**config.mk**
```make
export PLATFORM = sky130hd
export DESIGN_NAME = pump_timed_drip_controller_core
export DESIGN_NICKNAME = d
export VERILOG_FILES = /design/src/rtl/ptdc_pkg.sv /design/src/rtl/ptdc_ctrl.sv /design/src/rtl/ptdc_datapath.sv /design/src/rtl/pump_timed_drip_controller_core.sv
export SDC_FILE = /design/constraint.sdc
export NUM_CORES = 1
export LEC_CHECK = 0
export ABC_AREA = 1
export BUFFER_PORTS_ARGS = -buffer_cell sky130_fd_sc_hd__clkbuf_2
export CAP_MARGIN = 25
export CORE_UTILIZATION = 41
export DETAILED_ROUTE_END_ITERATION = 8
export PLACE_DENSITY = 0.67
export SYNTH_ARGS = -nofsm -noshare
export SYNTH_HDL_FRONTEND = slang
export SYNTH_SLANG_ARGS = --single-unit
export TNS_END_PERCENT = 100
```
**constraint.sdc**
```tcl
create_clock -name clk -period 5.65 [get_ports clk]
set_input_delay 0.565 -clock clk [delete_from_list [all_inputs] [get_ports clk]]
set_output_delay 0.565 -clock clk [all_outputs]
set_load 0.005 [all_outputs]
```
**src/rtl/ptdc_pkg.sv**
```systemverilog
`timescale 1ns / 1ps

package ptdc_pkg;

  localparam int KindW = 3;
  localparam int VolW = 24;
  localparam int DvdW = 34;
  localparam int FlowW = 16;
  localparam int CntW = 6;

  localparam logic [KindW-1:0] KIND_TICK = 3'd0;
  localparam logic [KindW-1:0] KIND_ON = 3'd1;
  localparam logic [KindW-1:0] KIND_OFF = 3'd2;
  localparam logic [KindW-1:0] KIND_TIMED = 3'd3;
  localparam logic [KindW-1:0] KIND_STOP = 3'd4;
  localparam logic [KindW-1:0] KIND_DRIP = 3'd5;
  localparam logic [KindW-1:0] KIND_DISPENSE = 3'd6;
  localparam logic [KindW-1:0] KIND_CLEAR = 3'd7;

  localparam logic [1:0] REG_ACTIVE_HIGH = 2'd0;
  localparam logic [1:0] REG_FLOW_RATE = 2'd1;
  localparam logic [1:0] REG_DRIP_ON = 2'd2;
  localparam logic [1:0] REG_DRIP_OFF = 2'd3;

  typedef struct packed {
    logic apply;       // apply the accepted request directly
    logic div_start;   // load the divider for a dispense
    logic div_commit;  // apply the finished dispense as a timed run
    logic load_out;    // capture the result into the output register
  } cmd_t;

  typedef struct packed {
    logic needs_div;   // request at the input is a dispense with nonzero flow
    logic div_done;
  } status_t;

endpackage

```
**src/rtl/ptdc_ctrl.sv**
```systemverilog
`timescale 1ns / 1ps

module ptdc_ctrl (
  input  logic            clk,
  input  logic            rst,
  input  logic            in_valid,
  output logic            in_stall,
  output logic            out_valid,
  input  logic            out_stall,
  input  ptdc_pkg::status_t sts,
  output ptdc_pkg::cmd_t  cmd
);

  localparam logic [1:0] S_IDLE = 2'd0;
  localparam logic [1:0] S_DIV = 2'd1;
  localparam logic [1:0] S_FIN = 2'd2;

  logic [1:0] state;
  logic [1:0] state_next;
  logic       can_take;
  logic       accept;

  // output register is free now or is emptied at this edge
  assign can_take = !out_valid || !out_stall;
  assign in_stall = !((state == S_IDLE) && can_take);
  assign accept = in_valid && !in_stall;

  always_comb begin
    cmd = '0;
    state_next = state;
    case (state)
      S_IDLE: begin
        if (accept) begin
          if (sts.needs_div) begin
            cmd.div_start = 1'b1;
            state_next = S_DIV;
          end else begin
            cmd.apply = 1'b1;
            cmd.load_out = 1'b1;
          end
        end
      end
      S_DIV: begin
        if (sts.div_done) state_next = S_FIN;
      end
      S_FIN: begin
        if (can_take) begin
          cmd.div_commit = 1'b1;
          cmd.load_out = 1'b1;
          state_next = S_IDLE;
        end
      end
      default: state_next = S_IDLE;
    endcase
  end

  always_ff @(posedge clk) begin
    if (rst) begin
      state <= S_IDLE;
      out_valid <= 1'b0;
    end else begin
      state <= state_next;
      if (cmd.load_out) out_valid <= 1'b1;
      else if (out_valid && !out_stall) out_valid <= 1'b0;
    end
  end

  a_busy_stalls: assert property (@(posedge clk) disable iff (rst)
    (state != S_IDLE) |-> in_stall)
    else $error("input taken while a dispense is in progress");

  a_start_div: assert property (@(posedge clk) disable iff (rst)
    cmd.div_start |=> (state == S_DIV))
    else $error("divider started without entering divide state");

  a_load_valid: assert property (@(posedge clk) disable iff (rst)
    cmd.load_out |=> out_valid)
    else $error("result loaded but not presented");

  a_no_overwrite: assert property (@(posedge clk) disable iff (rst)
    (out_valid && out_stall) |-> !cmd.load_out)
    else $error("stalled result overwritten");

endmodule

```
**src/rtl/ptdc_datapath.sv**
```systemverilog
`timescale 1ns / 1ps

module ptdc_datapath (
  input  logic                         clk,
  input  logic                         rst,
  input  ptdc_pkg::cmd_t               cmd,
  output ptdc_pkg::status_t            sts,
  input  logic                         cfg_we,
  input  logic [1:0]                   cfg_index,
  input  logic [31:0]                  cfg_data,
  input  logic [ptdc_pkg::KindW-1:0]   kind,
  input  logic [31:0]                  duration_ms,
  input  logic [31:0]                  drops_wanted,
  input  logic [ptdc_pkg::VolW-1:0]    volume,
  output logic                         pump_on,
  output logic                         drive_level,
  output logic                         changed,
  output logic                         dripping,
  output logic [31:0]                  total_drops,
  output logic                         rejected
);

  // configuration
  logic                       active_high;
  logic [ptdc_pkg::FlowW-1:0] flow_rate;
  logic [31:0]                drip_on_ms;
  logic [31:0]                drip_off_ms;

  // controller state
  logic [31:0] clock_ms;
  logic        running;
  logic        timer_armed;
  logic [31:0] timer_deadline;
  logic        drip_active;
  logic        drip_phase_on;
  logic [31:0] phase_deadline;
  logic [31:0] drops_this_run;
  logic [31:0] drops_target;
  logic [31:0] drop_total;
  logic        last_reported;

  // divider
  logic [ptdc_pkg::DvdW-1:0]  dvd;
  logic [ptdc_pkg::FlowW-1:0] rem;
  logic [ptdc_pkg::CntW-1:0]  div_cnt;
  logic [ptdc_pkg::FlowW:0]   trial;
  logic                       fits;
  logic [ptdc_pkg::DvdW-1:0]  scaled;
  logic [31:0]                ms_sat;

  // next values
  logic [ptdc_pkg::KindW-1:0] eff_kind;
  logic [31:0] eff_dur;
  logic [31:0] clock_ms_next;
  logic        running_next;
  logic        timer_armed_next;
  logic [31:0] timer_deadline_next;
  logic        drip_active_next;
  logic        drip_phase_on_next;
  logic [31:0] phase_deadline_next;
  logic [31:0] drops_this_run_next;
  logic [31:0] drops_target_next;
  logic [31:0] drop_total_next;
  logic        rejected_next;

  // volume * 1000 = v*1024 - v*16 - v*8
  assign scaled = ({{(ptdc_pkg::DvdW-ptdc_pkg::VolW){1'b0}}, volume} << 10)
                - ({{(ptdc_pkg::DvdW-ptdc_pkg::VolW){1'b0}}, volume} << 4)
                - ({{(ptdc_pkg::DvdW-ptdc_pkg::VolW){1'b0}}, volume} << 3);

  assign trial = {rem, dvd[ptdc_pkg::DvdW-1]};
  assign fits = (trial >= {1'b0, flow_rate});
  assign ms_sat = (|dvd[ptdc_pkg::DvdW-1:32]) ? 32'hFFFF_FFFF : dvd[31:0];

  assign sts.needs_div = (kind == ptdc_pkg::KIND_DISPENSE) && (flow_rate != '0);
  assign sts.div_done = (div_cnt == '0);

  always_comb begin
    eff_kind = cmd.div_commit ? ptdc_pkg::KIND_TIMED : kind;
    eff_dur = cmd.div_commit ? ms_sat : duration_ms;
    clock_ms_next = clock_ms;
    running_next = running;
    timer_armed_next = timer_armed;
    timer_deadline_next = timer_deadline;
    drip_active_next = drip_active;
    drip_phase_on_next = drip_phase_on;
    phase_deadline_next = phase_deadline;
    drops_this_run_next = drops_this_run;
    drops_target_next = drops_target;
    drop_total_next = drop_total;
    rejected_next = 1'b0;
    case (eff_kind)
      ptdc_pkg::KIND_TICK: begin
        clock_ms_next = clock_ms + 32'd1;
        if (timer_armed && (clock_ms_next >= timer_deadline)) begin
          running_next = 1'b0;
          timer_armed_next = 1'b0;
        end
        if (drip_active && (clock_ms_next >= phase_deadline)) begin
          if (drip_phase_on) begin
            running_next = 1'b0;
            timer_armed_next = 1'b0;
            drip_phase_on_next = 1'b0;
            phase_deadline_next = clock_ms_next + drip_off_ms;
          end else if (drops_this_run < drops_target) begin
            running_next = 1'b1;
            timer_armed_next = 1'b0;
            drops_this_run_next = drops_this_run + 32'd1;
            drop_total_next = drop_total + 32'd1;
            drip_phase_on_next = 1'b1;
            phase_deadline_next = clock_ms_next + drip_on_ms;
          end else begin
            drip_active_next = 1'b0;
          end
        end
      end
      ptdc_pkg::KIND_ON: begin
        running_next = 1'b1;
        timer_armed_next = 1'b0;
      end
      ptdc_pkg::KIND_OFF: begin
        running_next = 1'b0;
        timer_armed_next = 1'b0;
      end
      ptdc_pkg::KIND_TIMED: begin
        running_next = 1'b1;
        timer_armed_next = 1'b1;
        timer_deadline_next = clock_ms + eff_dur;
      end
      ptdc_pkg::KIND_STOP: begin
        drip_active_next = 1'b0;
        running_next = 1'b0;
        timer_armed_next = 1'b0;
      end
      ptdc_pkg::KIND_DRIP: begin
        drops_target_next = drops_wanted;
        drip_active_next = 1'b1;
        drip_phase_on_next = 1'b1;
        phase_deadline_next = clock_ms + drip_on_ms;
        drops_this_run_next = 32'd1;
        drop_total_next = 32'd1;
        running_next = 1'b1;
        timer_armed_next = 1'b0;
      end
      // only reaches here directly when flow is zero
      ptdc_pkg::KIND_DISPENSE: rejected_next = 1'b1;
      ptdc_pkg::KIND_CLEAR: drop_total_next = 32'd0;
      default: ;
    endcase
  end

  always_ff @(posedge clk) begin
    if (rst) begin
      active_high <= 1'b1;
      flow_rate <= '0;
      drip_on_ms <= '0;
      drip_off_ms <= '0;
    end else if (cfg_we) begin
      case (cfg_index)
        ptdc_pkg::REG_ACTIVE_HIGH: active_high <= cfg_data[0];
        ptdc_pkg::REG_FLOW_RATE: flow_rate <= cfg_data[ptdc_pkg::FlowW-1:0];
        ptdc_pkg::REG_DRIP_ON: drip_on_ms <= cfg_data;
        ptdc_pkg::REG_DRIP_OFF: drip_off_ms <= cfg_data;
        default: ;
      endcase
    end
  end

  always_ff @(posedge clk) begin
    if (rst) begin
      clock_ms <= '0;
      running <= 1'b0;
      timer_armed <= 1'b0;
      timer_deadline <= '0;
      drip_active <= 1'b0;
      drip_phase_on <= 1'b0;
      phase_deadline <= '0;
      drops_this_run <= '0;
      drops_target <= '0;
      drop_total <= '0;
      last_reported <= 1'b0;
    end else if (cmd.apply || cmd.div_commit) begin
      clock_ms <= clock_ms_next;
      running <= running_next;
      timer_armed <= timer_armed_next;
      timer_deadline <= timer_deadline_next;
      drip_active <= drip_active_next;
      drip_phase_on <= drip_phase_on_next;
      phase_deadline <= phase_deadline_next;
      drops_this_run <= drops_this_run_next;
      drops_target <= drops_target_next;
      drop_total <= drop_total_next;
      last_reported <= running_next;
    end
  end

  // restoring divider, one quotient bit per cycle; quotient shifts into dvd
  always_ff @(posedge clk) begin
    if (rst) begin
      div_cnt <= '0;
    end else if (cmd.div_start) begin
      div_cnt <= ptdc_pkg::CntW'(ptdc_pkg::DvdW);
    end else if (div_cnt != '0) begin
      div_cnt <= div_cnt - 1'b1;
    end
  end

  always_ff @(posedge clk) begin
    if (cmd.div_start) begin
      dvd <= scaled;
      rem <= '0;
    end else if (div_cnt != '0) begin
      rem <= fits ? ptdc_pkg::FlowW'(trial - {1'b0, flow_rate})
                  : trial[ptdc_pkg::FlowW-1:0];
      dvd <= {dvd[ptdc_pkg::DvdW-2:0], fits};
    end
  end

  always_ff @(posedge clk) begin
    if (cmd.load_out) begin
      pump_on <= running_next;
      drive_level <= ~(running_next ^ active_high);
      changed <= running_next ^ last_reported;
      dripping <= drip_active_next;
      total_drops <= drop_total_next;
      rejected <= rejected_next;
    end
  end

endmodule

```
**src/rtl/pump_timed_drip_controller_core.sv**
```systemverilog
`timescale 1ns / 1ps

// Pump timed drip controller.
// Input channel (in_valid / in_stall) carries one request: a 1 ms tick or a
// pump command selected by kind. Each accepted request yields exactly one
// result on the output channel (out_valid / out_stall) with pump state, pin
// level, change flag, drip status, drop total and the dispense reject flag.
// Any request but an accepted dispense with a nonzero flow rate is applied
// and its result registered as it is taken. Such a dispense runs the
// restoring divider for volume*1000/flow, one of 34 quotient bits per
// cycle, then commits the quotient as a timed run when the output register
// can take it. One request is in work at a time: others are taken every
// cycle it can take them, and a dispense holds the input until committed.
// The result sits in an output register; the next request is taken while
// it waits, as long as it is being taken at the same edge or the register
// is empty. If the receiver stalls with a result pending, in_stall rises
// and the pending result holds.
// Configuration is a plain write port (cfg_we, cfg_index, cfg_data), to be
// used only while the block is idle.
// Synchronous reset (rst) clears the pump state, the clock, the drip run and
// the drop total and loads the default registers (active high, flow zero).
module pump_timed_drip_controller_core (
  input  logic                       clk,
  input  logic                       rst,
  input  logic                       cfg_we,
  input  logic [1:0]                 cfg_index,
  input  logic [31:0]                cfg_data,
  input  logic                       in_valid,
  output logic                       in_stall,
  input  logic [ptdc_pkg::KindW-1:0] kind,
  input  logic [31:0]                duration_ms,
  input  logic [31:0]                drops_wanted,
  input  logic [ptdc_pkg::VolW-1:0]  volume,
  output logic                       out_valid,
  input  logic                       out_stall,
  output logic                       pump_on,
  output logic                       drive_level,
  output logic                       changed,
  output logic                       dripping,
  output logic [31:0]                total_drops,
  output logic                       rejected
);

  ptdc_pkg::cmd_t    cmd;
  ptdc_pkg::status_t sts;

  ptdc_ctrl u_ctrl (
    .clk       (clk),
    .rst       (rst),
    .in_valid  (in_valid),
    .in_stall  (in_stall),
    .out_valid (out_valid),
    .out_stall (out_stall),
    .sts       (sts),
    .cmd       (cmd)
  );

  ptdc_datapath u_dp (
    .clk          (clk),
    .rst          (rst),
    .cmd          (cmd),
    .sts          (sts),
    .cfg_we       (cfg_we),
    .cfg_index    (cfg_index),
    .cfg_data     (cfg_data),
    .kind         (kind),
    .duration_ms  (duration_ms),
    .drops_wanted (drops_wanted),
    .volume       (volume),
    .pump_on      (pump_on),
    .drive_level  (drive_level),
    .changed      (changed),
    .dripping     (dripping),
    .total_drops  (total_drops),
    .rejected     (rejected)
  );

endmodule

```
==> results_dict.tcl <==
set metrics [dict create \
    start_util_pct 41.6 \
    cts_hold_buf 0 \
    clkTransAtPathRegs_ps 60 \
    setup_viol 0 \
    yosys.area_share.simple_pct 24.4 \
    fillerInstances 6814 \
    clk_latency_ps 600 \
    muxShareOfSynthArea_pct 0.0365 \
    area_growth_pct 12.0 \
    first_global_vias 25000 \
    synth_xor_area_share_pct 3.61 \
    timing.final.crit_share_pct 87.3 \
    final-hold-violation-count 0 \
    crit_fanout 24 \
    hpwl_um 65700 \
    core_area_um2 66000 \
    placedCellCount 4971 \
    end_kind "register" \
    synth_largest_area_cell "dfxtp_1" \
    reg2reg_slack_ps 720 \
    routedWlPerCell_um 16.8 \
    vias 26800 \
    yosys.area_share.adder_pct 12.8 \
    antenna_found_initial 4 \
    synth_top_family_by_area "simple AND/OR/NAND/NOR gates" \
    cp-start-kind "register" \
    slew_violations 0 \
    drt_iter0_drc 2097 \
    clock_skew_ps 33.2 \
    die_w_um 261 \
    cts_root_buf "clkbuf_16" \
    fmax_ghz 0.203 \
    clock-sinks 373 \
    cp_top_family "simple AND/OR/NAND/NOR gates" \
    grt_pass1_wl_um 132000 \
    cts_tree "done" \
    slowest_delay_ps 520 \
    grt_use_total_pct 24.5 \
    dieArea_um2 67900 \
    ir_worst_vdd_mv 0.231 \
    yosys-top-cells-area "dfxtp_1 22%, ha_1 11%, nand2_1 10%" \
    drtPass1Iterations 8 \
    wl_um 84800 \
    setup_tns_ps 0 \
    io_buffers 168 \
    synth_compound_area_share_pct 20.1 \
    run_status "finished with violations" \
    hold_class "primary input to register" \
    p_leak_nw 13.9 \
    cp.required_ps 6180 \
    cp_num_buf_inv 1 \
    nets 4552 \
    cpMaxStageDelayCell "nand2_1" \
    rows 94 \
    rsz0062_at_grt "no" \
    clk_path_buf_depth 3 \
    power_mw 9.11 \
    grt_max_degree 131 \
    power.density_nw_per_um2 297 \
    cts_resized 0 \
    place_congestion 0.980 \
    layout_min_cycle_time_ps 4930 \
    yosys.area.top_type_share_pct 22.0 \
    drive_gt1_share_pct 7.69 \
    final_cell_count_no_fill 5054 \
    ios 169 \
    synth-edff-count 71 \
    layout_common_cells "763 x nand2_1, 521 x inv_1, 462 x a21oi_1" \
    seq_area_frac_synth_pct 29.8 \
    syn_nets 4430 \
    postRouteAntennaNets 0 \
    avgSynthCellArea_um2 6.80 \
    synthCells 4033 \
    ys_seq_elements 373 \
    slew_headroom_pct 35.9 \
    overflow 0 \
    violations "DRC" \
    synth_async_sr_flop_share_pct 0 \
    worstPathArrival_ps 5470 \
    yosys_warnings 0 \
    die_height_um 261 \
    post_cts_buffers 0 \
    synthFlopType "dfxtp_1" \
    crit_top_cell "nand2_1" \
    worst_pin_slew_ps 959 \
    ys_types 53 \
    cts_buffers 46 \
    mostFrequentLayoutCell "nand2_1" \
    crit_type "register to register" \
    synth_area_um2 27400 \
    vias_per_cell 5.31 \
    htreeDepth 2 \
    drv_cap 0 \
    drc 10 \
]
-- area by class of cell --
| class | count | area (um2) | area share, % |
|---|---|---|---|
| multi-input combinational | 2996 | 16700 | 54.4 |
| sequential | 373 | 8180 | 26.6 |
| inverter | 533 | 2010 | 6.53 |
| clock buffer | 63 | 1340 | 4.35 |
| timing repair buffer | 205 | 1120 | 3.64 |
| tap | 864 | 1080 | 3.52 |
| clock inverter | 17 | 275 | 0.896 |
| antenna | 3 | 7.51 | 0.0244 |
-- routing by layer --
layer  wire, um  global-route usage [%]
met4       3890                    11.2
met3       3910                    2.91
met5         11                       0
met1      36900                    30.6
met2      40100                    42.1
-- metrics by stage --
step / hold WS [ps] / util (%) / cell area, um2 / setup WS (ps)
floorplan: 424 / - / 27400 / 2040
global placement: 436 / 44.1 / 29100 / 842
detailed placement: 438 / 44.1 / 29100 / 788
CTS: 199 / 46.5 / 30700 / 761
global route: 214 / 46.6 / 30700 / 174
finish: 214 / 46.6 / 30700 / 716
-- power by group --
group / switching, mW / internal (mW) / total, mW
sequential: 0.227 / 3.15 / 3.38
combinational: 1.64 / 0.922 / 2.56
clock: 1.24 / 1.93 / 3.17
total: 3.11 / 6.01 / 9.11
-- final timing paths --
kind / from / to / cells after the start
setup / recovery: u_dp.clock_ms[0] / u_dp.drops_this_run[9] / 25
hold / removal: cfg_data[24] / u_dp.drip_on_ms[24] / 3
setup reg to reg: u_dp.clock_ms[0] / u_dp.drops_this_run[9] / 25
hold reg to reg: u_dp.drip_off_ms[0] / u_dp.drip_off_ms[0] / 2
-- cells in the mapped netlist, drive strengths merged (3+ instances only) --
| cell | count |
|---|---|
| o31ai | 3 |
| inv | 528 |
| clkbuf | 103 |
| nand3b | 8 |
| nor3b | 6 |
| nor2 | 424 |
| nor4 | 19 |
| xor2 | 74 |
| nand3 | 196 |
| a31oi | 30 |
| o21a | 14 |
| dfxtp | 302 |
| o21bai | 12 |
| or2 | 14 |
| a21oi | 463 |
| nor3 | 78 |
| buf | 28 |
| a221oi | 7 |
| a21boi | 3 |
| fa | 21 |
| a21o | 23 |
| o21ai | 437 |
| ha | 246 |
| xnor2 | 39 |
| nand2 | 768 |
| a211oi | 11 |
| edfxtp | 71 |
| o211ai | 20 |
| clkinv | 5 |
| o221ai | 7 |
| nand4 | 64 |
-- logic make-up (layout without fill, tap and decap cells) --
family / Yosys count / in the layout
mux: 1 / 1
flops: 373 / 373
other cells: 0 / 3
compound gates: 1035 / 1035
buf+inv: 664 / 818
simple gates: 1580 / 1580
xor+xnor: 113 / 113
fa+ha+maj: 267 / 267
-- sequential cells by signal (all words and copies together) (netlist names), 2 cells and up --
register,count
u_dp.div_cnt,6
u_dp.dvd,34
u_dp.drip_off_ms,32
u_dp.flow_rate,16
u_dp.phase_deadline,32
u_dp.drip_on_ms,32
u_dp.drops_this_run,32
u_dp.rem,16
u_dp.drops_target,32
u_ctrl.state,2
u_dp.clock_ms,32
u_dp.total_drops,32
u_dp.drop_total,32
u_dp.timer_deadline,32
-- worst min-delay path, cell delays in order --
cell and delay, ps:
clkbuf_2 90, nor2_1 40, nor2_1 80
Note: power is estimated with default switching activity, not from simulation.
